$ cat src/hdl/olst_pkg.sv
package olst_pkg;

    localparam int PRELOAD_COUNT = 10;
    localparam logic [7:0] PRELOAD_FIRST = 8'h61;

    typedef enum logic [1:0] {
        FUNC_INSERT = 2'd0,
        FUNC_DELETE = 2'd1,
        FUNC_READ   = 2'd2,
        FUNC_FIND   = 2'd3
    } func_t;

    typedef enum logic [1:0] {
        STAT_OK       = 2'd0,
        STAT_RANGE    = 2'd1,
        STAT_FULL     = 2'd2,
        STAT_NOTFOUND = 2'd3
    } status_t;

    typedef enum logic {
        S_IDLE = 1'b0,
        S_SCAN = 1'b1
    } state_t;

    // Broadcast to every cell for one cycle when an insert or delete commits.
    typedef struct packed {
        logic       ins;
        logic       del;
        logic [6:0] pos;
        logic [7:0] val;
    } cmd_t;

    // Travels one cell per cycle along the row for a read or a find.
    typedef struct packed {
        logic       valid;
        logic       find;
        logic       hit;
        logic [6:0] pos;
        logic [7:0] data;
        logic [6:0] fpos;
    } probe_t;

endpackage

$ cat src/hdl/olst_cell.sv
module olst_cell #(
    parameter int CNT_W = 7
) (
    input  logic                aclk,
    input  logic                aresetn,
    input  logic [CNT_W-1:0]    cell_index,
    input  logic [CNT_W-1:0]    count,
    input  olst_pkg::cmd_t      cmd,
    input  logic [7:0]          left_entry,
    input  logic [7:0]          right_entry,
    output logic [7:0]          entry,
    input  olst_pkg::probe_t    probe_in,
    output olst_pkg::probe_t    probe_out
);

    localparam int CMP_W = (CNT_W > 7) ? CNT_W : 7;

    logic [7:0]       entry_reg;
    logic [7:0]       entry_next;
    olst_pkg::probe_t probe_reg;
    olst_pkg::probe_t probe_next;
    logic [CMP_W-1:0] idx_ext;
    logic [CMP_W-1:0] idx_plus;
    logic [CMP_W-1:0] pos_ext;

    assign idx_ext  = CMP_W'(cell_index);
    assign idx_plus = idx_ext + CMP_W'(1);
    assign pos_ext  = CMP_W'(cmd.pos);

    // Insert moves the tail one place right; delete closes the gap from the right.
    always_comb begin
        entry_next = entry_reg;
        if (cmd.ins) begin
            if (idx_ext > pos_ext) begin
                entry_next = left_entry;
            end else if (idx_ext == pos_ext) begin
                entry_next = cmd.val;
            end
        end else if (cmd.del) begin
            if (idx_plus >= pos_ext) begin
                entry_next = right_entry;
            end
        end
    end

    always_comb begin
        probe_next = probe_in;
        if (probe_in.valid && !probe_in.hit) begin
            if (probe_in.find) begin
                if ((cell_index < count) && (entry_reg == probe_in.data)) begin
                    probe_next.hit  = 1'b1;
                    probe_next.fpos = 7'(idx_plus);
                end
            end else if (idx_plus == CMP_W'(probe_in.pos)) begin
                probe_next.hit  = 1'b1;
                probe_next.data = entry_reg;
            end
        end
    end

    always_ff @(posedge aclk) begin
        if (!aresetn) begin
            if (cell_index < CNT_W'(olst_pkg::PRELOAD_COUNT)) begin
                entry_reg <= olst_pkg::PRELOAD_FIRST + 8'(cell_index);
            end else begin
                entry_reg <= 8'd0;
            end
            probe_reg <= '0;
        end else begin
            entry_reg <= entry_next;
            probe_reg <= probe_next;
        end
    end

    assign entry     = entry_reg;
    assign probe_out = probe_reg;

endmodule

$ cat config.mk
export PLATFORM = sky130hd
export DESIGN_NAME = olst_cell
export DESIGN_NICKNAME = d
export VERILOG_FILES = /design/src/hdl/olst_pkg.sv /design/src/hdl/olst_cell.sv
export SDC_FILE = /design/constraint.sdc
export NUM_CORES = 1
export LEC_CHECK = 0
export ABC_CLOCK_PERIOD_IN_PS = 2300
export BUFFER_PORTS_ARGS = -buffer_cell sky130_fd_sc_hd__buf_2
export CAP_MARGIN = 0
export CORE_MARGIN = 2
export CORE_UTILIZATION = 40
export DETAILED_ROUTE_END_ITERATION = 16
export PLACE_DENSITY = 0.74
export SKIP_CTS_REPAIR_TIMING = 1
export SYNTH_ARGS = -nofsm -noshare
export SYNTH_HDL_FRONTEND = slang
export SYNTH_SLANG_ARGS = --single-unit
$ cat constraint.sdc
create_clock -name aclk -period 2.3 [get_ports aclk]
set_input_delay 0.115 -clock aclk [delete_from_list [all_inputs] [get_ports aclk]]
set_output_delay 0.115 -clock aclk [all_outputs]
set_load 0.02 [all_outputs]
# Yosys cells after proc, flatten, opt, wreduce, memory -nomap -nowiden
# Index checks and enable logic that the tools add are counted.
[classes] n_addsub=2 n_lt_le_gt_ge=4 n_eq_ne=6 mux=16 n_reduce_logical=4
[op_table] op="two-way mux 8 bit" n=9
[op_table] op="two-way mux 15 bit" n=1
[op_table] op="== test 7 bit" n=2
[op_table] op="two-way mux 7 bit" n=2
[op_table] op="adder 7 x 7 -> 8 bit, first input constant" n=1
[op_table] op="== test 8 bit" n=1
[op_table] op="adder 7 x 1 -> 7 bit, second input constant" n=1
[op_table] op=">= comparator 7 bit" n=1
[op_table] op="greater-than comparator 7 bit" n=1
[op_table] op="< comparator 7 x 4 -> 1 bit, second input constant" n=1
[op_table] op="< comparator 7 bit" n=1
[op_table] op="!= test 3 x 1 -> 1 bit, second input constant" n=2
[op_table] op="two-way mux 1 bit" n=4
[op_table] op="!= test 4 x 2 -> 1 bit, second input constant" n=1
[op_table] op="AND reduction 3 bit" n=1
[op_table] op="logical AND 1 bit" n=2
[op_table] op="logical NOT 1 bit" n=1
[word_totals] regBits=33 input_bits=74 wordCells=39

# Logic depth before layout (Yosys ltp)
# Gate-level depths: netlist of run 1.
[logic_depth] word_depth=6 mapped_depth=10

# Least setup slack after synthesis of run 1
# Ideal clock, no wire load.
[synth_timing] path_kind="input-to-reg" startpoint="input port cell_index[2]" endpoint="register entry_reg[0], in the netlist entry[0] (enable)" t_arrival_ps=1836 t_required_ps=1949 path_slack_ps=113 path_stages=10 cell_sequence="clkbuf_8 nand3_1 or2_2 xnor2_1 ha_1 and3_1 a21oi_1 o21ai_0 nand4b_1 nand4_1"
[synth_via] elab_chain_cells=4
[synth_lines] item="start: declaration" line_no="olst_cell.sv:6" source="input logic [CNT_W-1:0] cell_index,"
[synth_lines] item="adder 7 x 1 -> 7 bit" line_no="olst_cell.sv:27" source="assign idx_plus = idx_ext + CMP_W'(1);"
[synth_lines] item=">= comparator 7 bit" line_no="olst_cell.sv:40" source="if (idx_plus >= pos_ext) begin"
[synth_lines] item="!= test 3 x 1 -> 1 bit (no source line)"
[synth_lines] item="AND reduction 3 bit (no source line) *"
[synth_lines] item="end signal: assignment" line_no="olst_cell.sv:64" source="entry_reg <= olst_pkg::PRELOAD_FIRST + 8'(cell_index);"
[synth_lines] item="end signal: assignment" line_no="olst_cell.sv:70" source="entry_reg <= entry_next;"
[synth_lines] item="end: declaration" line_no="olst_cell.sv:18" source="logic [7:0] entry_reg;"
# Every way passes the cells marked *; elsewhere a longest branch is shown, timed or not.
# A chain may end at the register's enable or synchronous reset.

# Worst setup path after layout of run 1
[layout_timing] startpoint="input port cell_index[0]" endpoint="register entry_reg[2], in the netlist entry[2] (enable)"
# Same word-level chain as after synthesis.

==> results by group, run 1 <==
Outcome
  – Outcome: finished clean

Clocking
  – TritonCTS clock tree: built
  – Clock-pin slew on the worst setup and hold paths: about 0.070 ns
  – Clk_lat worst skew: roughly 0.28 ns
  – Root Buffer: clkbuf_8
  – Htree depth: 2
  – Sink Count: 33
  – Max clock buf depth: 2
  – Total CTS buffers: 5

Route
  – Wirelength per Cell: between 10 and 15 um
  – Antenna Nets Post-Route: 0
  – Via density: ~4.9
  – Pre-Repair DR Iteration Count: 5
  – Initial DRC count: 61
  – Met2 wire len: just under 3 mm
  – Total routed wirelength: 5.96 mm
  – # DRC: 0
  – Max layer used: met4
  – DR vias: around 2100
  – Met3 wire len: approximately 350 um
  – Wl on met1: 2.61 mm

Die
  – Core region area: about 5200 um^2
  – Rows: 26
  – Die area: 6090 um^2
  – I/O Pins: around 110
  – Die Wd: between 70 and 80 um
  – Initial Utilization: 0.421
  – Chip height: around 78 um

Global routing
  – Initial antenna violation count: 0
  – All-layer global routing usage: 0.198
  – Largest net degree at the start of global routing: 40
  – GRT overflow: 0
  – First-pass GRT wire length: 9.52 mm
  – Vias in the first global route: 2018

Logic synthesis
  – Post-synthesis register bit count: 33
  – Post-synth top area share: 0.228
  – EDFF count, synth: 8
  – Avg Synthesized Cell Area: ~9 um^2
  – Most used DFF post-synth: dfxtp_1
  – Netlist cell types: 42
  – Mapped Nets: 332
  – Synth warn: 0
  – Mapped Cells: about 240
  – Leading area contributor after synthesis: dfxtp_1
  – Async S/R FF share, synth: 0
  – Most area-consuming cells after synthesis: dfxtp_1, ha_1, edfxtp_1, mux2i_1, nand2_1
  – Seq/Total Area, Yosys: 0.338
  – Synthesized cell area: roughly 2200 um^2

Timing
  – Worst slew pin tran: between 0.6 and 0.7 ns
  – Unrepaired setup endpoints after global routing: false
  – Period utilization: 0.864
  – Final Hold Viols: 0
  – Slew HR: 0.598
  – Setup Skew: a little under 0.006 ns
  – Achievable Freq: between 500 and 600 MHz
  – Final setup vio count: 0
  – Crit path time final: slightly below 2 ns
  – Setup total negative slack: 0 ns
  – Final hold slack: roughly 0.064 ns
  – Final Slew Violations: 0
  – PnR worst setup slack: roughly 0.31 ns

Pwr
  – VDD IR max: between 0.0002 and 0.0003 V
  – P_leak: approximately 1.5 nW
  – Power Density: 567 nW/um^2
  – Final Total Pwr: approximately 1.7 mW

Place
  – Final Wtd Congestion: between 0.8 and 0.9
  – Placed cells: 420
  – Placed cell area: between 2000 and 3000 um^2
  – Buffers added on ports: around 110
  – DP Worst Slack: -0.0982 ns
  – Hpwl dp: a little under 5 mm

Final layout
  – FF/Latch Area: approximately 740 um^2
  – Finished Cell Area: roughly 3000 um^2
  – Finished Core Util: 0.576
  – Multi-input logic area: between 1000 and 1500 um^2
  – FILL cells: ~480
  – Non-filler cells, final: about 430
  – Ratio of cells with drive above 1 in the final layout: 0.384
  – Flip-flop count of the largest register after layout: 25
  – Diodes inserted: 0
  – Layout area overhead: 36.7%
  – Final Net Count: around 450

Worst setup path
  – Setup Crit Path Kind: primary input to register
  – Worst path required time: roughly 2.3 ns
  – Reg2Reg Setup Slack: 0.34 ns
  – Crit path DAT: slightly below 2 ns
  – Max FO, Critical Path: 8
  – Worst Setup Start Kind: primary input
  – Type of element capturing the critical path: register

Worst hold path
  – Hold WC Path Type: primary input to register

Run
  – Max-cap check violation count: 0
[report_power, final]
part | leakage [nW] | internal (mW) | total [mW] | switching (mW)
clock | 0.0585 | 0.353 | 0.561 | 0.208
combinational | 1.20 | 0.210 | 0.465 | 0.255
sequential | 0.290 | 0.646 | 0.673 | 0.0272
total | 1.54 | 1.21 | 1.70 | 0.490
[path summary, 6_finish.rpt]
path | from | endpoint | depth (start not counted)
hold reg to reg | entry[5]$_DFFE_PP_ | probe_out[12]$_SDFF_PN0_ | 2
setup reg to reg | entry[2]$_DFFE_PP_ | probe_out[2]$_SDFF_PN0_ | 7
setup / recovery | cell_index[0] | entry[2]$_DFFE_PP_ | 10
hold / removal | probe_in[20] | probe_out[20]$_SDFF_PN0_ | 2
[metal layers]
metal	vias up	global-route usage
li1	1073	-
met5	-	0
met2	85	0.347
met1	957	0.250
met3	8	0.0333
met4	0	0.0561
[final cells by class]
cell class                 count  share of cell area
clock buffer                   7              0.0288
clock inverter                 1              0.0100
sequential                    33               0.247
inverter                      19              0.0238
multi-input combinational    176               0.437
tap                           70              0.0292
timing repair buffer         123               0.224
[cell families after synthesis]
| logic type | synth area share |
|---|---|
| fa+ha+maj | 0.120 |
| compound gates | 0.121 |
| buf+inv | 0.0645 |
| xor+xnor | 0.0719 |
| simple gates | 0.180 |
| mux | 0.105 |
| flops | 0.338 |
[critical path, stage by stage]
cell	delay [ns]
buf_2	0.13
ha_1	0.22
nand4_1	0.15
nor2_1	0.16
xor2_1	0.11
ha_1	0.30
a21oi_1	0.06
or3b_2	0.44
nand4_1	0.12
buf_4	0.18
[layout by cell type, fill, tap and decap left out, types with 4 or more instances in the layout]
cell type	instances
ha_1	21
and2_1	10
o21ai_0	11
a21oi_1	11
inv_1	19
clkbuf_8	6
a31oi_1	4
mux2i_1	23
nand2_1	30
nand4_1	6
xnor2_1	12
buf_2	106
nor2b_1	10
xor2_1	6
dfxtp_1	25
nand3_1	4
edfxtp_1	8
buf_4	16
[cell usage after synthesis (all sizes together) (6+ instances only)]
library cell,count
nand2,30
clkbuf,6
dfxtp,25
and2,10
edfxtp,8
a21oi,12
nor2b,10
mux2i,23
o21ai,12
nand4,6
inv,19
xnor2,12
xor2,6
ha,21
No activity file was read; power rests on OpenSTA's default activity.
==> run 2: changes to the inputs <==
Settings changed: ABC_CLOCK_PERIOD_IN_PS 2300 to 1670, SETUP_SLACK_MARGIN set to 0.2.
Clock period 2.3 ns to 1.67 ns, I/O delays scaled along.
==> results by group, run 2 (synthesis results as in run 1) <==
Outcome
  – Outcome: complete, but fails checks (was finished clean)
  – Failing checks: negative setup slack

Final layout
  – Ratio of cells with drive above 1 in the final layout: 0.504 (was 0.384)
  – Flip-flop count of the largest register after layout: 25 (unchanged)
  – Most frequent cells in the layout: buf_2, buf_4, nand2_1, dfxtp_1, mux2i_1 (was buf_2, nand2_1, dfxtp_1, mux2i_1, ha_1)
  – Finished Cell Area: 3560 um^2 (was 3000 um^2)
  – FILL cells: 413 (was 476)
  – Final Net Count: 493 (was 453)
  – Diodes inserted: 0 (unchanged)
  – Leading cell type in the layout, fill and taps excluded: buf_2 (unchanged)
  – Layout area overhead: 62.2% (was 36.7%)
  – Finished Core Util: 0.684 (was 0.576)

Clocking
  – TritonCTS clock tree: built (unchanged)
  – Root Buffer: clkbuf_8 (unchanged)
  – Total CTS buffers: 5 (unchanged)
  – Max clock buf depth: 2 (unchanged)
  – Clock-pin slew on the worst setup and hold paths: 0.07 ns (about the same)
  – Sink Count: 33 (unchanged)
  – Clk_lat worst skew: 0.28 ns (about the same)
  – Htree depth: 2 (unchanged)

Pwr
  – Comb pwr share: 0.367 (was 0.274)
  – Sw Ratio: 0.301 (was 0.289)
  – Sequential Power Share: 0.383 (was 0.396)
  – Power share of the clock group: 0.250 (was 0.330)
  – Internal: 1.68 mW (was 1.21 mW)
  – Power Density: 675 nW/um^2 (was 567 nW/um^2)
  – P_leak: 1.79 nW (was 1.54 nW)
  – VDD IR max: 0.000359 V (was 0.000273 V)
  – Switching power total: 0.725 mW (was 0.490 mW)

Timing
  – Crit path time final: 1.68 ns
  – Setup total negative slack: -0.00856 ns (was 0 ns)
  – PnR worst setup slack: -0.00856 ns (was 0.313 ns)
  – Final Hold Viols: 0 (unchanged)
  – Period utilization: 1.01
  – Unrepaired setup endpoints after global routing: true (was false)
  – Final Slew Violations: 0 (unchanged)
  – Worst slew pin tran: 0.467 ns (was 0.604 ns)
  – Achievable Freq: about 600 MHz
  – Final setup vio count: 1 (was 0)
  – Slew HR: 0.685 (was 0.598)
  – Setup Skew: 0.0112 ns (was 0.00590 ns)

Die
  – Die Wd: 78.1 um (unchanged)
  – Core region area: 5200 um^2 (unchanged)
  – Die area: 6090 um^2 (unchanged)
  – Initial Utilization: 0.421 (unchanged)
  – Chip height: 78.1 um (unchanged)
  – Rows: 26 (unchanged)
  – I/O Pins: 107 (unchanged)

Place
  – DP Worst Slack: -0.475 ns (was -0.0982 ns)
  – Placed cell area: 3210 um^2 (was 2870 um^2)
  – Hpwl dp: 5.18 mm (was 4.91 mm)
  – Buffers added on ports: 106 (unchanged)
  – Final Wtd Congestion: 0.845 (was 0.853)

Route
  – # DRC: 0 (unchanged)
  – DR vias: 2270 (was 2123)
  – Total routed wirelength: 6.37 mm (was 5.96 mm)
  – Via density: 4.84 (was 4.95)
  – Pre-Repair DR Iteration Count: 4 (was 5)
  – Initial DRC count: 43 (was 61)
  – Wirelength per Cell: 13.6 um (was 13.9 um)
  – Antenna Nets Post-Route: 0 (unchanged)

Worst setup path
  – Crit path DAT: 1.84 ns (was 1.98 ns)
  – Type of element capturing the critical path: register (unchanged)
  – Reg-to-reg startpoint: entry[7]$_DFFE_PP_ (was entry[2]$_DFFE_PP_)
  – Reg2Reg Setup Slack: -0.009 ns (was 0.34 ns)
  – Reg2Reg Depth: 7 (unchanged)
  – Worst path required time: 1.84 ns (was 2.29 ns)
  – CP bufs+invs: 1 (was 2)
  – Setup Crit Path Kind: register to register (was primary input to register)
  – Worst Setup Start Kind: register (was primary input)
  – Crit-path max cell delay: 0.43 ns (was 0.44 ns)
  – CP max-delay cell: edfxtp_1 (was or3b_2)
  – Worst reg2reg path endpoint: probe_out[6]$_SDFF_PN0_ (was probe_out[2]$_SDFF_PN0_)
  – Max FO, Critical Path: 2 (was 8)
  – Crit path max-delay family: flip-flops (was simple AND/OR/NAND/NOR gates)
  – Cells along the critical path: xnor2_1 > nand4_1 > a2111oi_4 > o21ai_2 > buf_4 > mux2i_1 > nor2b_1 (was buf_2 > ha_1 > nand4_1 > nor2_1 > xor2_1 > ha_1 > a21oi_1 > or3b_2 > nand4_1 > buf_4)

Worst hold path
  – Hold path depth: 2 (unchanged)
  – Hold path start: probe_in[15] (was probe_in[20])
  – Hold WC Path Type: primary input to register (unchanged)
  – Hold worst-path end: probe_out[15]$_SDFF_PN0_ (was probe_out[20]$_SDFF_PN0_)

Global routing
  – Vias in the first global route: 2087 (was 2018)
  – First-pass GRT wire length: 9.52 mm (unchanged)
  – Largest net degree at the start of global routing: 20 (was 40)
  – GRT overflow: 0 (unchanged)
  – All-layer global routing usage: 0.197 (was 0.198)
  – Initial antenna violation count: 0 (unchanged)

Run
  – Max-cap check violation count: 0 (unchanged)
## run 2: cell count changes in the layout (fill, tap and decap cells not counted), moves of 4 or more
cell | previous run | this run
o21ai_1 | 0 | 4
ha_1 | 21 | 15
buf_6 | 0 | 6
buf_4 | 16 | 50
buf_2 | 106 | 101
o21ai_0 | 11 | 5
ha_4 | 0 | 5
## run 2: how the worst max path moves through the flow
| stage | startpoint | endpoint | slack (ns) | depth (start not counted) |
|---|---|---|---|---|
| floorplan | cell_index[2] | entry[0]$_DFFE_PP_ | -0.32 | 10 |
| global placement | cell_index[0] | entry[1]$_DFFE_PP_ | -0.40 | 10 |
| detailed placement | cell_index[0] | entry[3]$_DFFE_PP_ | -0.48 | 10 |
| CTS | cell_index[0] | entry[0]$_DFFE_PP_ | -0.17 | 10 |
| global route | entry[0]$_DFFE_PP_ | probe_out[6]$_SDFF_PN0_ | -0.11 | 7 |
| finish | entry[7]$_DFFE_PP_ | probe_out[6]$_SDFF_PN0_ | -0.009 | 7 |
## run 2: power by group through the flow
stage                     clock network, mW  logic, mW  registers (mW)
final                                 0.601      0.881           0.921
after global routing                  0.651      0.959           0.926
after CTS                             0.615      0.772           0.922
after detailed placement                  0      0.770           0.940
after global placement                    0      0.752           0.938
after floorplan                           0      0.316            1.02
## run 2: metal layers
layer | GRT usage | up-vias | part of all wire
met4 | 0.0684 | 0 | 0.025
met2 | 0.345 | 73 | 0.51
met1 | 0.246 | 1028 | 0.42
li1 | - | 1155 | -
met3 | 0.0299 | 14 | 0.047
met5 | 0 | - | 0
## run 2: worst register-to-register path: stages, from the launching register on
cell       delay (ns)
edfxtp_1         0.43
xnor2_1          0.16
nand4_1          0.17
a2111oi_4        0.30
o21ai_2          0.13
buf_4            0.16
mux2i_1          0.16
nor2b_1          0.06
## run 2: per-stage QoR
stage	instances	power, mW	hold WS (ns)
after floorplan	237	1.34	0.205
after global placement	453	1.69	0.321
after detailed placement	453	1.71	0.318
after CTS	461	2.31	0.0286
after global routing	469	2.54	0.0496
final	469	2.40	0.0362
## run 2: cell type report
cell class,instances,area [um^2],share of cell area
clock buffer,8,90.1,0.0253
inverter,19,83.8,0.0236
multi-input combinational,176,1520,0.426
sequential,33,741,0.208
tap,70,87.6,0.0246
timing repair buffer,163,1040,0.293
==> run 3: changes to the inputs <==
Settings changed: CORE_UTILIZATION 40 to 42, PLACE_DENSITY 0.74 to 0.77.
==> results by group, run 3 (synthesis results as in run 1) <==
Place
  – Buffers added on ports: 106 (unchanged)
  – Placed cells: 445 (was 453)
  – Hpwl dp: 5.09 mm (was 5.18 mm)
  – DP Worst Slack: -0.460 ns (was -0.475 ns)
  – Final Wtd Congestion: 0.866 (was 0.845)

Worst setup path
  – Setup Crit Path Kind: primary input to register (was register to register)
  – Crit-path max cell delay: 0.41 ns (was 0.43 ns)
  – Cells along the critical path: buf_8 > buf_4 > xnor2_1 > nor4b_1 > nand4_1 > nor4b_4 > buf_4 > buf_6 > mux2i_1 (was xnor2_1 > nand4_1 > a2111oi_4 > o21ai_2 > buf_4 > mux2i_1 > nor2b_1)
  – Worst Setup Start Kind: primary input (was register)
  – Worst path required time: 1.87 ns (was 1.84 ns)
  – Type of element capturing the critical path: register (unchanged)
  – Critical Path Most Common Cell: buf_4
  – CP bufs+invs: 4 (was 1)
  – Reg-to-reg startpoint: entry[0]$_DFFE_PP_ (was entry[7]$_DFFE_PP_)
  – Reg2Reg Setup Slack: -0.03 ns (was -0.009 ns)
  – Max FO, Critical Path: 5 (was 2)
  – Crit path DAT: 1.93 ns (was 1.84 ns)
  – Crit path max-delay family: simple AND/OR/NAND/NOR gates (was flip-flops)
  – Worst reg2reg path endpoint: probe_out[1]$_SDFF_PN0_ (was probe_out[6]$_SDFF_PN0_)
  – Reg2Reg Depth: 7 (unchanged)
  – CP max-delay cell: nor4b_1 (was edfxtp_1)

Worst hold path
  – Hold path depth: 2 (unchanged)
  – Hold worst-path end: probe_out[15]$_SDFF_PN0_ (unchanged)
  – Hold path start: probe_in[15] (unchanged)
  – Hold WC Path Type: primary input to register (unchanged)

Global routing
  – First-pass GRT wire length: 9.63 mm (was 9.52 mm)
  – Initial antenna violation count: 0 (unchanged)
  – Vias in the first global route: 2194 (was 2087)
  – Largest net degree at the start of global routing: 27 (was 20)
  – All-layer global routing usage: 0.204 (was 0.197)
  – GRT overflow: 0 (unchanged)

Pwr
  – Power Density: 677 nW/um^2 (was 675 nW/um^2)
  – VDD IR max: 0.000303 V (was 0.000359 V)
  – P_leak: 1.76 nW (was 1.79 nW)

Timing
  – Unrepaired setup endpoints after global routing: true (unchanged)
  – Final Slew Violations: 0 (unchanged)
  – PnR worst setup slack: -0.0646 ns (was -0.00856 ns)
  – Final Hold Viols: 0 (unchanged)
  – Slew HR: 0.693 (was 0.685)
  – Crit path time final: 1.73 ns (was 1.68 ns)
  – Period utilization: 1.04 (was 1.01)
  – Final setup vio count: 20 (was 1)
  – Achievable Freq: 577 MHz (was 596 MHz)
  – Setup Skew: 0.00678 ns (was 0.0112 ns)
  – Worst slew pin tran: 0.455 ns (was 0.467 ns)

Die
  – Rows: 26 (unchanged)
  – I/O Pins: 107 (unchanged)
  – Die area: 5820 um^2 (was 6090 um^2)
  – Chip height: 76.3 um (was 78.1 um)
  – Die Wd: 76.3 um (was 78.1 um)
  – Initial Utilization: 0.432 (was 0.421)
  – Core region area: 5070 um^2 (was 5200 um^2)

Final layout
  – Most frequent cells in the layout: buf_2, buf_4, nand2_1, dfxtp_1, mux2i_1 (unchanged)
  – Final Net Count: 487 (was 493)
  – Non-filler cells, final: 463 (was 469)
  – Diodes inserted: 0 (unchanged)
  – Layout area overhead: 60.5% (was 62.2%)
  – FILL cells: 398 (was 413)
  – Leading cell type in the layout, fill and taps excluded: buf_2 (unchanged)
  – Ratio of cells with drive above 1 in the final layout: 0.494 (was 0.504)
  – Flip-flop count of the largest register after layout: 25 (unchanged)

Clocking
  – Sink Count: 33 (unchanged)
  – Root Buffer: clkbuf_8 (unchanged)
  – Htree depth: 2 (unchanged)
  – Clock-pin slew on the worst setup and hold paths: 0.06 ns (was 0.07 ns)
  – Total CTS buffers: 5 (unchanged)
  – TritonCTS clock tree: built (unchanged)
  – Clk_lat worst skew: 0.28 ns (about the same)
  – Max clock buf depth: 2 (unchanged)

Route
  – DR vias: 2323 (was 2270)
  – Initial DRC count: 62 (was 43)
  – Antenna Nets Post-Route: 0 (unchanged)
  – # DRC: 0 (unchanged)
  – Pre-Repair DR Iteration Count: 4 (unchanged)
  – Wirelength per Cell: 14.2 um (was 13.6 um)
  – Via density: 5.02 (was 4.84)
  – Total routed wirelength: 6.57 mm (was 6.37 mm)

Outcome
  – Failing checks: negative setup slack (unchanged)
  – Outcome: complete, but fails checks (unchanged)

Run
  – Max-cap check violation count: 0 (unchanged)
-- run 3: cell count changes in the layout (fill, tap and decap cells not counted), moves of 2 or more --
cell   before  now
buf_2     101  103
buf_8       3    1
buf_4      50   43
buf_6       6    8
-- run 3: worst max path at each step --
stage               cells after the start                      end          startpoint
finish                                  9  probe_out[9]$_SDFF_PN0_       cell_index[0]
global route                            7  probe_out[1]$_SDFF_PN0_  entry[0]$_DFFE_PP_
CTS                                    10       entry[2]$_DFFE_PP_       cell_index[0]
detailed placement                     10       entry[6]$_DFFE_PP_       cell_index[0]
global placement                       10       entry[3]$_DFFE_PP_       cell_index[0]
floorplan                              10       entry[0]$_DFFE_PP_       cell_index[2]
-- run 3: layout make-up --
| class | count | area (um^2) | share of cell area |
|---|---|---|---|
| clock buffer | 8 | 90.1 | 0.0256 |
| inverter | 19 | 83.8 | 0.0238 |
| multi-input combinational | 176 | 1530 | 0.436 |
| sequential | 33 | 741 | 0.210 |
| tap | 70 | 87.6 | 0.0249 |
| timing repair buffer | 157 | 983 | 0.279 |
-- run 3: worst reg2reg max path: stages (launching register included) --
cell and delay [ns]:
edfxtp_1 0.45, xnor2_1 0.17, nand4_1 0.17, a2111oi_4 0.32
o21ai_2 0.10, buf_4 0.17, mux2i_1 0.15, nor2b_1 0.06
-- run 3: power by group --
part	switching, mW	internal [mW]	total (mW)
clock	0.270	0.336	0.606
sequential	0.0332	0.890	0.924
combinational	0.427	0.426	0.853
-- run 3: metal layers --
layer | wire length (um) | global-route usage | share of wire
met1 | 2590 | 0.240 | 0.39
met2 | 3460 | 0.368 | 0.53
met3 | 365 | 0.0355 | 0.056
met4 | 146 | 0.0764 | 0.022
met5 | 0 | 0 | 0
-- run 3: per-stage QoR --
step                instance area, um^2  hold WS, ns  setup TNS, ns   util  power (mW)
floorplan                          2280        0.205          -2.53      -        1.34
global placement                   3140        0.317          -6.54  0.619        1.66
detailed placement                 3140        0.317          -8.71  0.619        1.68
CTS                                3230       0.0348          -1.44  0.636        2.28
global route                       3520       0.0478          -3.09  0.694        2.51
finish                             3520       0.0393         -0.447  0.694        2.38
