<file path="src/hdl/olst_pkg.sv">
package olst_pkg;

    localparam int PRELOAD_COUNT = 10;
    localparam logic [7:0] PRELOAD_FIRST = 8'h61;

    typedef enum logic [1:0] {
        FUNC_INSERT = 2'd0,
        FUNC_DELETE = 2'd1,
        FUNC_READ   = 2'd2,
        FUNC_FIND   = 2'd3
    } func_t;

    typedef enum logic [1:0] {
        STAT_OK       = 2'd0,
        STAT_RANGE    = 2'd1,
        STAT_FULL     = 2'd2,
        STAT_NOTFOUND = 2'd3
    } status_t;

    typedef enum logic {
        S_IDLE = 1'b0,
        S_SCAN = 1'b1
    } state_t;

    // Broadcast to every cell for one cycle when an insert or delete commits.
    typedef struct packed {
        logic       ins;
        logic       del;
        logic [6:0] pos;
        logic [7:0] val;
    } cmd_t;

    // Travels one cell per cycle along the row for a read or a find.
    typedef struct packed {
        logic       valid;
        logic       find;
        logic       hit;
        logic [6:0] pos;
        logic [7:0] data;
        logic [6:0] fpos;
    } probe_t;

endpackage

</file>
<file path="src/hdl/olst_ctrl.sv">
module olst_ctrl #(
    parameter int CAPACITY = 64,
    parameter int CNT_W    = 7
) (
    input  logic                aclk,
    input  logic                aresetn,
    input  logic                s_tvalid,
    output logic                s_tready,
    input  logic [15:0]         s_tdata,
    input  logic [1:0]          s_tuser,
    output logic                m_tvalid,
    input  logic                m_tready,
    output logic [23:0]         m_tdata,
    output olst_pkg::cmd_t      cmd,
    output olst_pkg::probe_t    probe_launch,
    input  olst_pkg::probe_t    probe_ret,
    output logic [CNT_W-1:0]    count
);

    localparam int CMP_W = (CNT_W > 7) ? CNT_W : 7;

    olst_pkg::state_t  state_reg, state_next;
    logic [CNT_W-1:0]  count_reg, count_next;
    logic              m_valid_reg, m_valid_next;
    olst_pkg::status_t status_reg, status_next;
    logic [7:0]        rdata_reg, rdata_next;
    logic [6:0]        fpos_reg, fpos_next;
    logic [6:0]        length_reg, length_next;

    olst_pkg::func_t   func;
    logic [6:0]        pos;
    logic [7:0]        val;
    logic              accept;
    logic              pos_beyond;
    logic              pos_zero;
    logic              list_full;

    assign func       = olst_pkg::func_t'(s_tuser);
    assign pos        = s_tdata[6:0];
    assign val        = s_tdata[14:7];
    assign s_tready   = (state_reg == olst_pkg::S_IDLE) && (!m_valid_reg || m_tready);
    assign accept     = s_tvalid && s_tready;
    assign pos_beyond = CMP_W'(pos) > CMP_W'(count_reg);
    assign pos_zero   = (pos == 7'd0);
    assign list_full  = (count_reg >= CNT_W'(CAPACITY));

    always_comb begin
        state_next   = state_reg;
        count_next   = count_reg;
        m_valid_next = m_valid_reg && !m_tready;
        status_next  = status_reg;
        rdata_next   = rdata_reg;
        fpos_next    = fpos_reg;
        length_next  = length_reg;
        cmd          = '0;
        probe_launch = '0;

        unique case (state_reg)
            olst_pkg::S_IDLE: begin
                if (accept) begin
                    status_next = olst_pkg::STAT_OK;
                    rdata_next  = 8'd0;
                    fpos_next   = 7'd0;
                    unique case (func)
                        olst_pkg::FUNC_INSERT: begin
                            m_valid_next = 1'b1;
                            if (pos_beyond) begin
                                status_next = olst_pkg::STAT_RANGE;
                            end else if (list_full) begin
                                status_next = olst_pkg::STAT_FULL;
                            end else begin
                                cmd.ins    = 1'b1;
                                cmd.pos    = pos;
                                cmd.val    = val;
                                count_next = count_reg + CNT_W'(1);
                            end
                        end
                        olst_pkg::FUNC_DELETE: begin
                            m_valid_next = 1'b1;
                            if (pos_zero || pos_beyond) begin
                                status_next = olst_pkg::STAT_RANGE;
                            end else begin
                                cmd.del    = 1'b1;
                                cmd.pos    = pos;
                                count_next = count_reg - CNT_W'(1);
                            end
                        end
                        olst_pkg::FUNC_READ: begin
                            if (pos_zero || pos_beyond) begin
                                m_valid_next = 1'b1;
                                status_next  = olst_pkg::STAT_RANGE;
                            end else begin
                                probe_launch.valid = 1'b1;
                                probe_launch.pos   = pos;
                                state_next         = olst_pkg::S_SCAN;
                            end
                        end
                        olst_pkg::FUNC_FIND: begin
                            probe_launch.valid = 1'b1;
                            probe_launch.find  = 1'b1;
                            probe_launch.data  = val;
                            state_next         = olst_pkg::S_SCAN;
                        end
                        default: begin
                            m_valid_next = 1'b1;
                        end
                    endcase
                    length_next = 7'(count_next);
                end
            end
            olst_pkg::S_SCAN: begin
                // The probe left the last cell; the result register is empty by now.
                if (probe_ret.valid) begin
                    state_next   = olst_pkg::S_IDLE;
                    m_valid_next = 1'b1;
                    length_next  = 7'(count_reg);
                    if (probe_ret.find) begin
                        status_next = probe_ret.hit ? olst_pkg::STAT_OK
                                                    : olst_pkg::STAT_NOTFOUND;
                        rdata_next  = 8'd0;
                        fpos_next   = probe_ret.hit ? probe_ret.fpos : 7'd0;
                    end else begin
                        status_next = olst_pkg::STAT_OK;
                        rdata_next  = probe_ret.data;
                        fpos_next   = 7'd0;
                    end
                end
            end
            default: begin
                state_next = olst_pkg::S_IDLE;
            end
        endcase
    end

    always_ff @(posedge aclk) begin
        if (!aresetn) begin
            state_reg   <= olst_pkg::S_IDLE;
            count_reg   <= CNT_W'(olst_pkg::PRELOAD_COUNT);
            m_valid_reg <= 1'b0;
        end else begin
            state_reg   <= state_next;
            count_reg   <= count_next;
            m_valid_reg <= m_valid_next;
        end
    end

    always_ff @(posedge aclk) begin
        status_reg <= status_next;
        rdata_reg  <= rdata_next;
        fpos_reg   <= fpos_next;
        length_reg <= length_next;
    end

    assign m_tvalid = m_valid_reg;
    assign m_tdata  = {length_reg, fpos_reg, rdata_reg, status_reg};
    assign count    = count_reg;

`ifndef NO_ASSERTIONS
    a_count_bound: assert property (@(posedge aclk) disable iff (!aresetn)
        count_reg <= CNT_W'(CAPACITY))
        else $error("list length exceeds capacity");

    a_no_accept_in_scan: assert property (@(posedge aclk) disable iff (!aresetn)
        (state_reg == olst_pkg::S_SCAN) |-> !s_tready)
        else $error("request taken while a probe is in flight");

    a_probe_only_in_scan: assert property (@(posedge aclk) disable iff (!aresetn)
        probe_ret.valid |-> (state_reg == olst_pkg::S_SCAN))
        else $error("probe returned with no scan pending");

    a_insert_grows: assert property (@(posedge aclk) disable iff (!aresetn)
        cmd.ins |=> (count_reg == $past(count_reg) + CNT_W'(1)))
        else $error("insert did not grow the list");

    a_delete_shrinks: assert property (@(posedge aclk) disable iff (!aresetn)
        cmd.del |=> (count_reg == $past(count_reg) - CNT_W'(1)))
        else $error("delete did not shrink the list");
`endif

endmodule

</file>
<file path="config.mk">
export PLATFORM = sky130hd
export DESIGN_NAME = olst_ctrl
export DESIGN_NICKNAME = d
export VERILOG_FILES = /design/src/hdl/olst_pkg.sv /design/src/hdl/olst_ctrl.sv
export SDC_FILE = /design/constraint.sdc
export NUM_CORES = 1
export LEC_CHECK = 0
export BUFFER_PORTS_ARGS = -buffer_cell sky130_fd_sc_hd__buf_2
export CAP_MARGIN = 20
export CORE_MARGIN = 3
export CORE_UTILIZATION = 40
export DETAILED_ROUTE_END_ITERATION = 12
export GPL_TIMING_DRIVEN = 0
export PLACE_DENSITY = 0.7
export SLEW_MARGIN = 0
export SYNTH_ARGS = -nofsm -noshare
export SYNTH_HDL_FRONTEND = slang
export SYNTH_SLANG_ARGS = --single-unit
</file>
<file path="constraint.sdc">
create_clock -name aclk -period 2.7 [get_ports aclk]
set_input_delay 0.27 -clock aclk [delete_from_list [all_inputs] [get_ports aclk]]
set_output_delay 0.27 -clock aclk [all_outputs]
set_load 0.01 [all_outputs]
</file>
# Word level (Yosys, flattened, before mapping)
# Cells that the tools add are included.
totals:
  latch_bits: 0
  ram_bits: 0
  out_inout_bits: 75
  mem_count: 0
  word_cells: 84
  reg_bits: 33
  in_bits: 47
  romBits: 0
op_classes:
  mul: 0
  addsub: 2
  n_reduce_logical: 13
  order_cmp: 2
  div_mod_pow: 0
  bitwise_logic: 1
  n_mux: 54
  n_shift: 0
  n_eq_ne: 5
op_table:
  columns: ["cell", "count"]
  rows:
  - ["7-bit two-way mux", 11]
  - ["15-bit two-way mux", 4]
  - ["7-bit one-hot mux with 2 select lines", 4]
  - ["8-bit two-way mux", 6]
  - ["17-bit two-way mux", 2]
  - ["2-bit two-way mux", 8]
  - ["8-bit one-hot mux with 2 select lines", 1]
  - ["1-bit two-way mux", 12]
  - ["1-bit one-hot mux with 2 select lines", 4]
  - ["2-bit one-hot mux with 2 select lines", 2]
  - ["7-bit by 1-bit adder with 7-bit output (second input constant)", 1]
  - ["7-bit greater-or-equal comparator (second input constant)", 1]
  - ["7-bit > comparator", 1]
  - ["7-bit zero test", 1]
  - ["7-bit by 1-bit subtractor with 7-bit output (second input constant)", 1]
  - ["2-bit == test (second input constant)", 2]
  - ["2-bit inequality test (second input constant)", 2]
  - ["2-bit AND reduction", 2]
  - ["2-bit OR reduction", 2]
  - ["1-bit logical AND", 3]
  - ["2-bit by 1-bit == test with 1-bit output (second input constant)", 1]
  - ["1-bit zero test", 2]
  - ["2-bit zero test", 1]
  - ["1-bit logical OR", 2]
  - ["1-bit inverter", 1]

# Depth between registers and ports, before layout
# Gate-level depths: netlist of run 1.
logic_depth:
  word_depth: 6
  ltp_mapped: 10
  depth_no_buf: 8

# Worst setup path after synthesis of run 1
# OpenSTA, ideal clock, no wires.
synth_path:
  path_kind: "register -> register"
  from: "register count_reg[6] (netlist: count[6])"
  to: "register length_reg[2], data pin"
  t_required_ns: 2.435
  setup_ns: 0.265
  slack_ns: 0.450
  n_path_buf: 1
  arrival_time_ns: 1.985
  period_less_slack_ns: 2.250
  path_stages_with_launch: 10
  path_cell_list: "dfxtp_1 -> inv_1 -> ha_1 -> a21oi_1 -> o21ai_0 -> o21ai_2 -> buf_6 -> a21oi_2 -> o21a_1 -> or3_1"
synth_between:
  elab_chain_cells: 6
  word_cells_on_any_way: 9
  cone_classes: "2 x order compare; 6 x mux; 1 x reduce/logical"
synth_rtl:
  columns: ["element", "line", "source"]
  rows:
  - ["from (decl)", "olst_ctrl.sv:23", "logic [CNT_W-1:0] count_reg, count_next;"]
  - ["from (signal assigned)", "olst_ctrl.sv:138", "count_reg <= CNT_W'(olst_pkg::PRELOAD_COUNT);"]
  - ["from (signal assigned)", "olst_ctrl.sv:142", "count_reg <= count_next;"]
  - ["7-bit greater-or-equal comparator or 7-bit > comparator (tied branches)", "olst_ctrl.sv:45, olst_ctrl.sv:43", null]
  - ["7-bit two-way mux or 1-bit logical OR (tied branches)", "olst_ctrl.sv:69, olst_ctrl.sv:80", null]
  - ["7-bit two-way mux, on equally long branches", "olst_ctrl.sv:67, olst_ctrl.sv:80", null]
  - ["7-bit one-hot mux with 2 select lines *", "olst_ctrl.sv:64", "unique case (func)"]
  - ["7-bit two-way mux *", "olst_ctrl.sv:60", "if (accept) begin"]
  - ["7-bit one-hot mux with 2 select lines *", "olst_ctrl.sv:58", "unique case (state_reg)"]
  - ["via length_next[2]", "olst_ctrl.sv:28", "logic [6:0] length_reg, length_next;"]
  - ["to (signal assigned)", "olst_ctrl.sv:151", "length_reg <= length_next;"]
  - ["to (decl)", "olst_ctrl.sv:28", null]
# Mark *: on every way through the listed nets, which the timed path passes. The rest lies on a longest branch. The select of a mux whose other input is x is not followed.
# A chain may end at the register's enable or synchronous reset.

==> impl_metrics.yaml, run 1 <==
grt:
  grt-ovfl-total: 0
  grt_pass1_vias: 2237
  antenna_found_initial: 0
  grt_pass1_wl_um: 10200
  grt_max_degree: 25
  grt_use_total_pct: 19.9
clocking:
  cts_root_buf: "clkbuf_8"
  clock_sink_count: 33
  cts_tree: "done"
  clockBufferDepth: 2
  clkLatencyLatePin_ns: 0.29
  numCtsBuffers: 5
  path_clk_slew_ns: 0.07
  h-tree-depth: 2
floorplanning:
  ioPinCount: 122
  rows: 27
  fp.dieH_um: 82.3
  die_area_um2: 6780
  die-width_um: 82.3
  core_um2: 5570
  start_util_pct: 41.8
pwr:
  pwr-share-clk_pct: 29.0
  fin_total_pwr_w: 0.00125
  p_sw_w: 0.000371
  swShare_pct: 29.7
  power_frac_seq_pct: 47.8
  p_int_w: 0.000878
  leakage_nw: 1.50
  comb_power_share_pct: 23.2
  vdd_drop_max_mv: 0.258
  power.density_nw_per_um2: 401
detailed_routing:
  vias: 2381
  wirelength_um: 6650
  drtIter0Drc: 127
  via_per_inst: 5.28
  wire_per_inst_um: 14.7
  ant_nets: 0
  remaining_drc_errors: 0
  first_pass_iters: 4
placement:
  dp_hpwl_um: 4970
  place_congestion: 0.884
  dp.cells: 440
  place_area_um2: 2970
  io_buffers: 105
  post-place-ws_ns: 0.0677
synthesis:
  syn_avg_cell_area_um2: 9.11
  synth_compound_area_share_pct: 17.9
  ys_async_sr_fraction_pct: 0
  yosys-mux-area-fraction_pct: 0.429
  yosysTopAreaCell: "edfxtp_1"
  ys_warn_count: 0
  syn-cell-area_um2: 2330
  synth.top_cell.area_share_pct: 30.9
  synth_top_family_by_area: "simple AND/OR/NAND/NOR gates"
  synthSimpleGateAreaFrac_pct: 27.7
  yosysSeqAreaShare_pct: 38.6
  synth_edf_count: 24
  synth_xor_area_share_pct: 0
  yosys-top-cells-area: "edfxtp_1 (31%), and2_1 (12%), ha_1 (8.1%), dfxtp_1 (7.7%), nand2_1 (3.1%)"
  synth_seq_cells: 33
  synthFlopType: "edfxtp_1"
  synthAdderAreaFrac_pct: 8.05
  synth_cells: 256
  synth_cell_types: 60
sta:
  fmax_mhz: 390
  finalHoldViolCount: 0
  setup_violations: 0
  worst_slack_ns: 0.139
  timing.final.crit_share_pct: 94.9
  relSlewSlack_pct: 29.7
  fin_crit_ns: 2.56
  fin_skew_ns: 0.00454
  fin_setup_tns_ns: 0
  rsz0062_at_grt: "yes"
  worstMarginPinSlew_ns: 1.05
  drv_slew: 0
worst_setup_path:
  arrival_ns: 2.29
  path_cells: "inv_1 > ha_1 > a21oi_1 > o21ai_0 > o21ai_2 > nand2_4 > nor2_4 > and2_1 > buf_2"
  slowest_stage: "dfxtp_2"
  critPathKind: "flip-flop to output pin"
  cp.required_ns: 2.43
  max_stage_delay_ns: 0.40
  critPathTopFamily: "compound AO/OA/AOI/OAI gates"
  path_max_fanout: 8
  cp_num_buf_inv: 2
  worstReg2RegStart: "count[4]$_SDFFE_PN0P_"
  critPathLaunch: "count[4]$_SDFFE_PN0P_"
  endpoint_kind: "output pin"
  worstSetupStartpointType: "flip-flop"
outcome:
  status: "complete, no violations"
finish:
  final_cell_area_um2: 3120
  fillers: 520
  layout_commonest_cell: "buf_2"
  fin_nets: 440
  diodes: 0
  syn_to_final_growth_pct: 33.7
  final_cell_count_no_fill: 451
  layout_common_cells: "buf_2 (109), and2_1 (45), edfxtp_1 (24)"
  final_layout_size_suffix_gt1_share_pct: 38.8
  largest_reg_flops: 8
hold_path:
  hold_class: "primary input to flip-flop"
  min-delay-start: "probe_ret[9]"
flow_run:
  cap_violations: 0
==> routing by layer <==
metal,share of wire (%),global-route usage [%],vias up
met5,0,0,-
met1,41,24.3,1083
met2,47,32.7,132
li1,-,-,1155
met4,1.9,10.5,0
met3,9.4,4.34,11
==> what timing repair did <==
action	CTS	global route
setup endpoints to repair	21	15
gates resized for setup	6	5
cloned	0	0
pin swaps	0	3
buffers inserted	0	4
hold buffers	0	0
==> through the flow <==
stage	hold slack (ns)	utilization, %
6_report	0.255	55.9
5_1_grt	0.250	55.9
4_1_cts	0.246	55.1
3_5_place_dp	0.551	53.3
3_3_place_gp	0.547	53.3
2_1_floorplan	0.453	-
==> power by group through the flow <==
stage | Sequential, W | Clock, W | Combinational (W)
3_5_place_dp | 0.000610 | 0 | 0.000278
4_1_cts | 0.000598 | 0.000371 | 0.000281
3_3_place_gp | 0.000607 | 0 | 0.000275
6_report | 0.000597 | 0.000363 | 0.000289
2_1_floorplan | 0.000628 | 0 | 0.000141
5_1_grt | 0.000601 | 0.000396 | 0.000320
==> logic make-up (layout without fill, tap and decap cells) <==
logic type      count (synthesis)  after routing
simple gates                  116            116
buf+inv                        31            147
other cells                     1              8
fa+ha+maj                      15             15
compound gates                 59             59
mux                             1              1
flops                          33             33
==> cell usage after synthesis (all sizes together) (7+ instances only) <==
cell type and instances:
a21oi 12, dfxtp 9, o21ai 10, edfxtp 24, nor3 9, nand3 7
inv 10, nand2 20, ha 15, buf 13, clkbuf 7, and2 45
nor2 11
==> final timing paths <==
path                           endpoint  slack (ns)  cells after the start
max                    probe_launch[16]        0.14                      9
min          rdata_reg[2]$_SDFFCE_PP0P_        0.26                      2
max reg2reg     length_reg[2]$_DFFE_PP_        0.17                     10
min reg2reg       count[5]$_SDFFE_PN0P_        0.56                      2
==> worst reg2reg max path, delay by kind of cell, from the launching register on <==
family / cells / cell delay [ns]
AOI/OAI and AO/OA: 5 / 0.77
adders and majority gates: 1 / 0.32
buffers and inverters: 3 / 0.45
DFF: 1 / 0.40
and+or+nand+nor: 1 / 0.33
==> layout make-up <==
class / instances / area, um^2 / share of cell area [%]
clock buffer: 5 / 68.8 / 2.21
timing repair buffer: 109 / 556 / 17.8
sequential: 33 / 907 / 29.1
buffer: 19 / 121 / 3.89
multi-input combinational: 199 / 1320 / 42.2
clock inverter: 3 / 17.5 / 0.562
inverter: 11 / 41.3 / 1.32
tap: 72 / 90.1 / 2.89
No activity file was read; power rests on OpenSTA's default activity.
==> run 2: changes to the inputs <==
--- a/config.mk
+++ b/config.mk
@@ -9,6 +9,7 @@
 export CAP_MARGIN = 20
 export CORE_MARGIN = 3
 export CORE_UTILIZATION = 40
+export CTS_BUF_LIST = sky130_fd_sc_hd__clkbuf_16
 export DETAILED_ROUTE_END_ITERATION = 12
 export GPL_TIMING_DRIVEN = 0
 export PLACE_DENSITY = 0.7
==> run 2 against run 1 <==
Compared with the run above:
- setup slack got worse by 0.0012 ns
- hold slack improved by 0.0099 ns
- maximum frequency hardly changed
- sequential power barely moved
- critical path depth rose by 1
- critical path type unchanged
- largest power group unchanged
==> impl_metrics.yaml, run 2 (synthesis results as in run 1) <==
floorplanning:
  start_util_pct: 41.8
  ioPinCount: 122
  core_um2: 5570
  fp.dieH_um: 82.3
  rows: 27
  die-width_um: 82.3
  die_area_um2: 6780
clocking:
  h-tree-depth: 2
  clkLatencyLatePin_ns: 0.28
  clock_sink_count: 33
  path_clk_slew_ns: 0.05
  clockBufferDepth: 2
  cts_root_buf: "clkbuf_16"
  cts_tree: "done"
  numCtsBuffers: 5
pwr:
  leakage_nw: 1.53
  vdd_drop_max_mv: 0.253
  fin_total_pwr_w: 0.00143
  power.density_nw_per_um2: 451
detailed_routing:
  ant_nets: 0
  drtIter0Drc: 144
  wl_met3_um: 732
  first_pass_iters: 4
  maxUsedRoutingLayer: "met4"
  wire_per_inst_um: 14.8
  via_per_inst: 5.29
  wirelength_um: 6680
  vias: 2385
  met1_length_um: 2640
  wl_met2_um: 3200
  remaining_drc_errors: 0
placement:
  dp.cells: 440
  io_buffers: 105
  place_congestion: 0.884
  dp_hpwl_um: 4970
finish:
  layout_commonest_cell: "buf_2"
  final_cell_count_no_fill: 451
  final_util_pct: 56.9
  layout_common_cells: "buf_2 (109), and2_1 (45), edfxtp_1 (24)"
  fin_nets: 440
  fillers: 514
  multi_input_area_um2: 1320
  diodes: 0
  syn_to_final_growth_pct: 36.1
  final_layout_size_suffix_gt1_share_pct: 39.1
  largest_reg_flops: 8
  seq_area_um2: 907
sta:
  drv_slew: 0
  timing.final.crit_share_pct: 94.9
  fin_setup_tns_ns: 0
  worstMarginPinSlew_ns: 1.05
  relSlewSlack_pct: 29.6
  fin_crit_ns: 2.56
  fin_skew_ns: 0.00380
  setup_violations: 0
  finalHoldViolCount: 0
  fmax_mhz: 390
hold_path:
  hold-path-endpoint: "rdata_reg[1]$_SDFFCE_PP0P_"
  hold_depth: 2
  hold_class: "primary input to flip-flop"
  min-delay-start: "probe_ret[8]"
flow_run:
  cap_violations: 0
worst_setup_path:
  worstSetupStartpointType: "flip-flop"
  cp.required_ns: 2.43
  endpoint_kind: "output pin"
  critPathKind: "flip-flop to output pin"
  worstReg2RegStart: "count[2]$_SDFFE_PN0P_"
  rr_endpoint: "length_reg[2]$_DFFE_PP_"
  arrival_ns: 2.29
  path_max_fanout: 9
  r2r_setup_slack_ns: 0.19
  worst_r2r_path_depth: 11
grt:
  grt_pass1_wl_um: 10300
  grt-ovfl-total: 0
  grt_use_total_pct: 20.3
  grt_pass1_vias: 2253
  grt_max_degree: 25
  antenna_found_initial: 0
outcome:
  status: "complete, no violations"
[run 2: power by group]
part           leakage [nW]  switching, W  internal, W
registers             0.315     0.0000108     0.000587
clock network        0.0696      0.000207     0.000337
logic                  1.15      0.000174     0.000115
total                  1.53      0.000392      0.00104
[run 2: how the worst max path moves through the flow]
stage                                from                       to  slack (ns)
floorplan           count[6]$_SDFFE_PN0P_  length_reg[2]$_DFFE_PP_        0.45
global placement    count[6]$_SDFFE_PN0P_         probe_launch[16]        0.09
detailed placement  count[6]$_SDFFE_PN0P_         probe_launch[16]        0.07
CTS                 count[5]$_SDFFE_PN0P_                  cmd[15]        0.02
global route        count[3]$_SDFFE_PN1P_         probe_launch[19]       -0.01
finish              count[2]$_SDFFE_PN0P_         probe_launch[16]        0.14
[run 2: layer usage]
| layer | vias up | track usage (%) |
|---|---|---|
| li1 | 1153 | - |
| met1 | 1080 | 24.0 |
| met2 | 144 | 33.3 |
| met3 | 8 | 5.64 |
| met4 | 0 | 10.8 |
| met5 | - | 0 |
[run 2: layout make-up]
cell class	instances	area share, %
multi-input cells	199	41.4
flip-flops and latches	33	28.6
repair buffers	109	17.5
clock buffers	5	3.94
plain buffers	19	3.82
well taps	72	2.84
inverters	11	1.30
clock inverters	3	0.552
[run 2: timing repair]
item,CTS,global route
buffers inserted,0,4
hold buffers,0,0
setup endpoints to repair,20,22
pin swaps,1,3
gates resized for setup,7,5
[run 2: worst max-delay path: stages (launching register included)]
cell	delay [ns]
dfxtp_1	0.35
buf_6	0.14
inv_1	0.10
ha_1	0.32
a21oi_1	0.13
a21oi_1	0.11
o21ai_2	0.25
nand2_4	0.14
nor2_4	0.21
and2_1	0.15
buf_2	0.13
[run 2: metrics by stage]
| stage | hold WS, ns | instance area (um^2) | setup WS [ns] |
|---|---|---|---|
| floorplan | 0.453 | 2360 | 0.450 |
| global route | 0.265 | 3170 | -0.0107 |
| CTS | 0.261 | 3130 | 0.0194 |
| global placement | 0.547 | 2970 | 0.0895 |
| detailed placement | 0.551 | 2970 | 0.0677 |
| finish | 0.265 | 3170 | 0.138 |
==> run 3: changes to the inputs <==
--- a/config.mk
+++ b/config.mk
@@ -13,6 +13,7 @@
 export DETAILED_ROUTE_END_ITERATION = 12
 export GPL_TIMING_DRIVEN = 0
 export PLACE_DENSITY = 0.7
+export SETUP_SLACK_MARGIN = 0.15
 export SLEW_MARGIN = 0
 export SYNTH_ARGS = -nofsm -noshare
 export SYNTH_HDL_FRONTEND = slang
==> run 3 against run 2 <==
Compared with the run above:
- sequential share of layout area decreased by 0.77 points
- maximum frequency increased by 4.9%
- cell area increased by 3.6%
- sequential cell count unchanged
- critical path type unchanged
- largest cell class unchanged
- largest power group unchanged
==> impl_metrics.yaml, run 3 (synthesis results as in run 1) <==
worst_setup_path:
  arrival_ns: 2.17
  critPathKind: "flip-flop to output pin"
  rr_endpoint: "length_reg[2]$_DFFE_PP_"
  path_max_fanout: 8
  setup.worst_path.end: "probe_launch[19]"
  r2r_setup_slack_ns: 0.36
  endpoint_kind: "output pin"
  critPathLaunch: "count[2]$_SDFFE_PN0P_"
  worstReg2RegStart: "count[2]$_SDFFE_PN0P_"
  cp.required_ns: 2.43
  worst_r2r_path_depth: 11
  worstSetupStartpointType: "flip-flop"
clocking:
  cts_root_buf: "clkbuf_16"
  clockBufferDepth: 2
  cts_hold_buffers: 0
  cts_tree: "done"
  h-tree-depth: 2
  path_clk_slew_ns: 0.05
  clkLatencyLatePin_ns: 0.28
  clock_sink_count: 33
  numCtsBuffers: 5
detailed_routing:
  via_per_inst: 5.25
  remaining_drc_errors: 0
  wirelength_um: 6740
  vias: 2398
  first_pass_iters: 4
  wire_per_inst_um: 14.7
  ant_nets: 0
  drtIter0Drc: 141
pwr:
  power.density_nw_per_um2: 439
  leakage_nw: 1.57
  vdd_drop_max_mv: 0.255
outcome:
  status: "complete, no violations"
finish:
  layout_commonest_cell: "buf_2"
  diodes: 0
  seq_area_um2: 915
  fin_nets: 446
  fillers: 502
  layout_common_cells: "buf_2 (108), and2_1 (44), edfxtp_1 (24)"
  final_cell_area_um2: 3290
  final_layout_size_suffix_gt1_share_pct: 43.4
  largest_reg_flops: 8
  multi_input_area_um2: 1370
  syn_to_final_growth_pct: 41.1
sta:
  worst_slack_ns: 0.257
  drv_slew: 0
  rsz0062_at_grt: "no"
  finalHoldViolCount: 0
  fmax_mhz: 409
  fin_skew_ns: 0.00475
  holdWs_ns: 0.266
  relSlewSlack_pct: 29.6
  worstMarginPinSlew_ns: 1.05
  timing.final.crit_share_pct: 90.5
  fin_crit_ns: 2.44
  fin_setup_tns_ns: 0
  setup_violations: 0
placement:
  post-place-ws_ns: 0.0677
  place_area_um2: 2970
  place_congestion: 0.884
  dp_hpwl_um: 4970
  io_buffers: 105
flow_run:
  cap_violations: 0
grt:
  grt-ovfl-total: 0
  grt_max_degree: 25
  grt_pass1_wl_um: 10400
  grt_use_total_pct: 20.6
  antenna_found_initial: 0
  grt_pass1_vias: 2248
floorplanning:
  core_um2: 5570
  die-width_um: 82.3
  rows: 27
  fp.dieH_um: 82.3
  start_util_pct: 41.8
  die_area_um2: 6780
  ioPinCount: 122
hold_path:
  hold_class: "primary input to flip-flop"
  min-delay-start: "probe_ret[9]"
-- run 3: per-layer routing --
layer | wire length [um] | share of wire (%) | up-vias | GRT usage, %
met5 | 0 | 0 | - | 0
met4 | 178 | 2.6 | 0 | 10.8
met3 | 599 | 8.9 | 18 | 5.10
met2 | 3180 | 47 | 130 | 34.0
met1 | 2780 | 41 | 1079 | 24.5
li1 | - | - | 1171 | -
-- run 3: power breakdown --
| part | total [W] | internal, W | switching, W |
|---|---|---|---|
| sequential | 0.000596 | 0.000585 | 0.0000109 |
| combinational | 0.000301 | 0.000122 | 0.000179 |
| clock | 0.000548 | 0.000337 | 0.000211 |
| total | 0.00144 | 0.00104 | 0.000400 |
-- run 3: critical path: stages, from the launching register on --
cell and delay, ns:
dfxtp_1 0.34, buf_6 0.13, clkinvlp_4 0.11, ha_4 0.28, nand3_1 0.06, or2_4 0.27
o21ai_4 0.09, nand2_4 0.12, nor2_4 0.21, and2_4 0.16, buf_2 0.12
-- run 3: how the worst min path moves through the flow --
stage	depth (start not counted)	to	slack [ns]
floorplan	2	count[5]$_SDFFE_PN0P_	0.45
global placement	2	rdata_reg[0]$_SDFFCE_PP0P_	0.55
detailed placement	2	fpos_reg[2]$_SDFFCE_PN0P_	0.55
CTS	2	rdata_reg[0]$_SDFFCE_PP0P_	0.26
global route	2	rdata_reg[3]$_SDFFCE_PP0P_	0.27
finish	2	rdata_reg[2]$_SDFFCE_PP0P_	0.27
-- run 3: cell type report --
cell class	instances	area share, %
Inverter	11	1.37
Clock inverter	3	0.533
Timing Repair Buffer	115	18.3
Multi-Input combinational cell	199	41.6
Clock buffer	5	3.81
Tap cell	72	2.74
Sequential cell	33	27.8
Buffer	19	3.88
-- run 3: repair_timing --
action / in CTS / in global routing
buffers inserted: 4 / 6
resized for setup: 9 / 24
endpoints found under the setup margin: 24 / 26
pin swaps: 1 / 6
-- run 3: stage by stage --
step                instances  power (W)  utilization, %
finish                    457    0.00144            59.0
global route              457    0.00151            59.0
CTS                       451    0.00144            56.9
detailed placement        440   0.000887            53.3
global placement          440   0.000882            53.3
floorplan                 263   0.000769               -
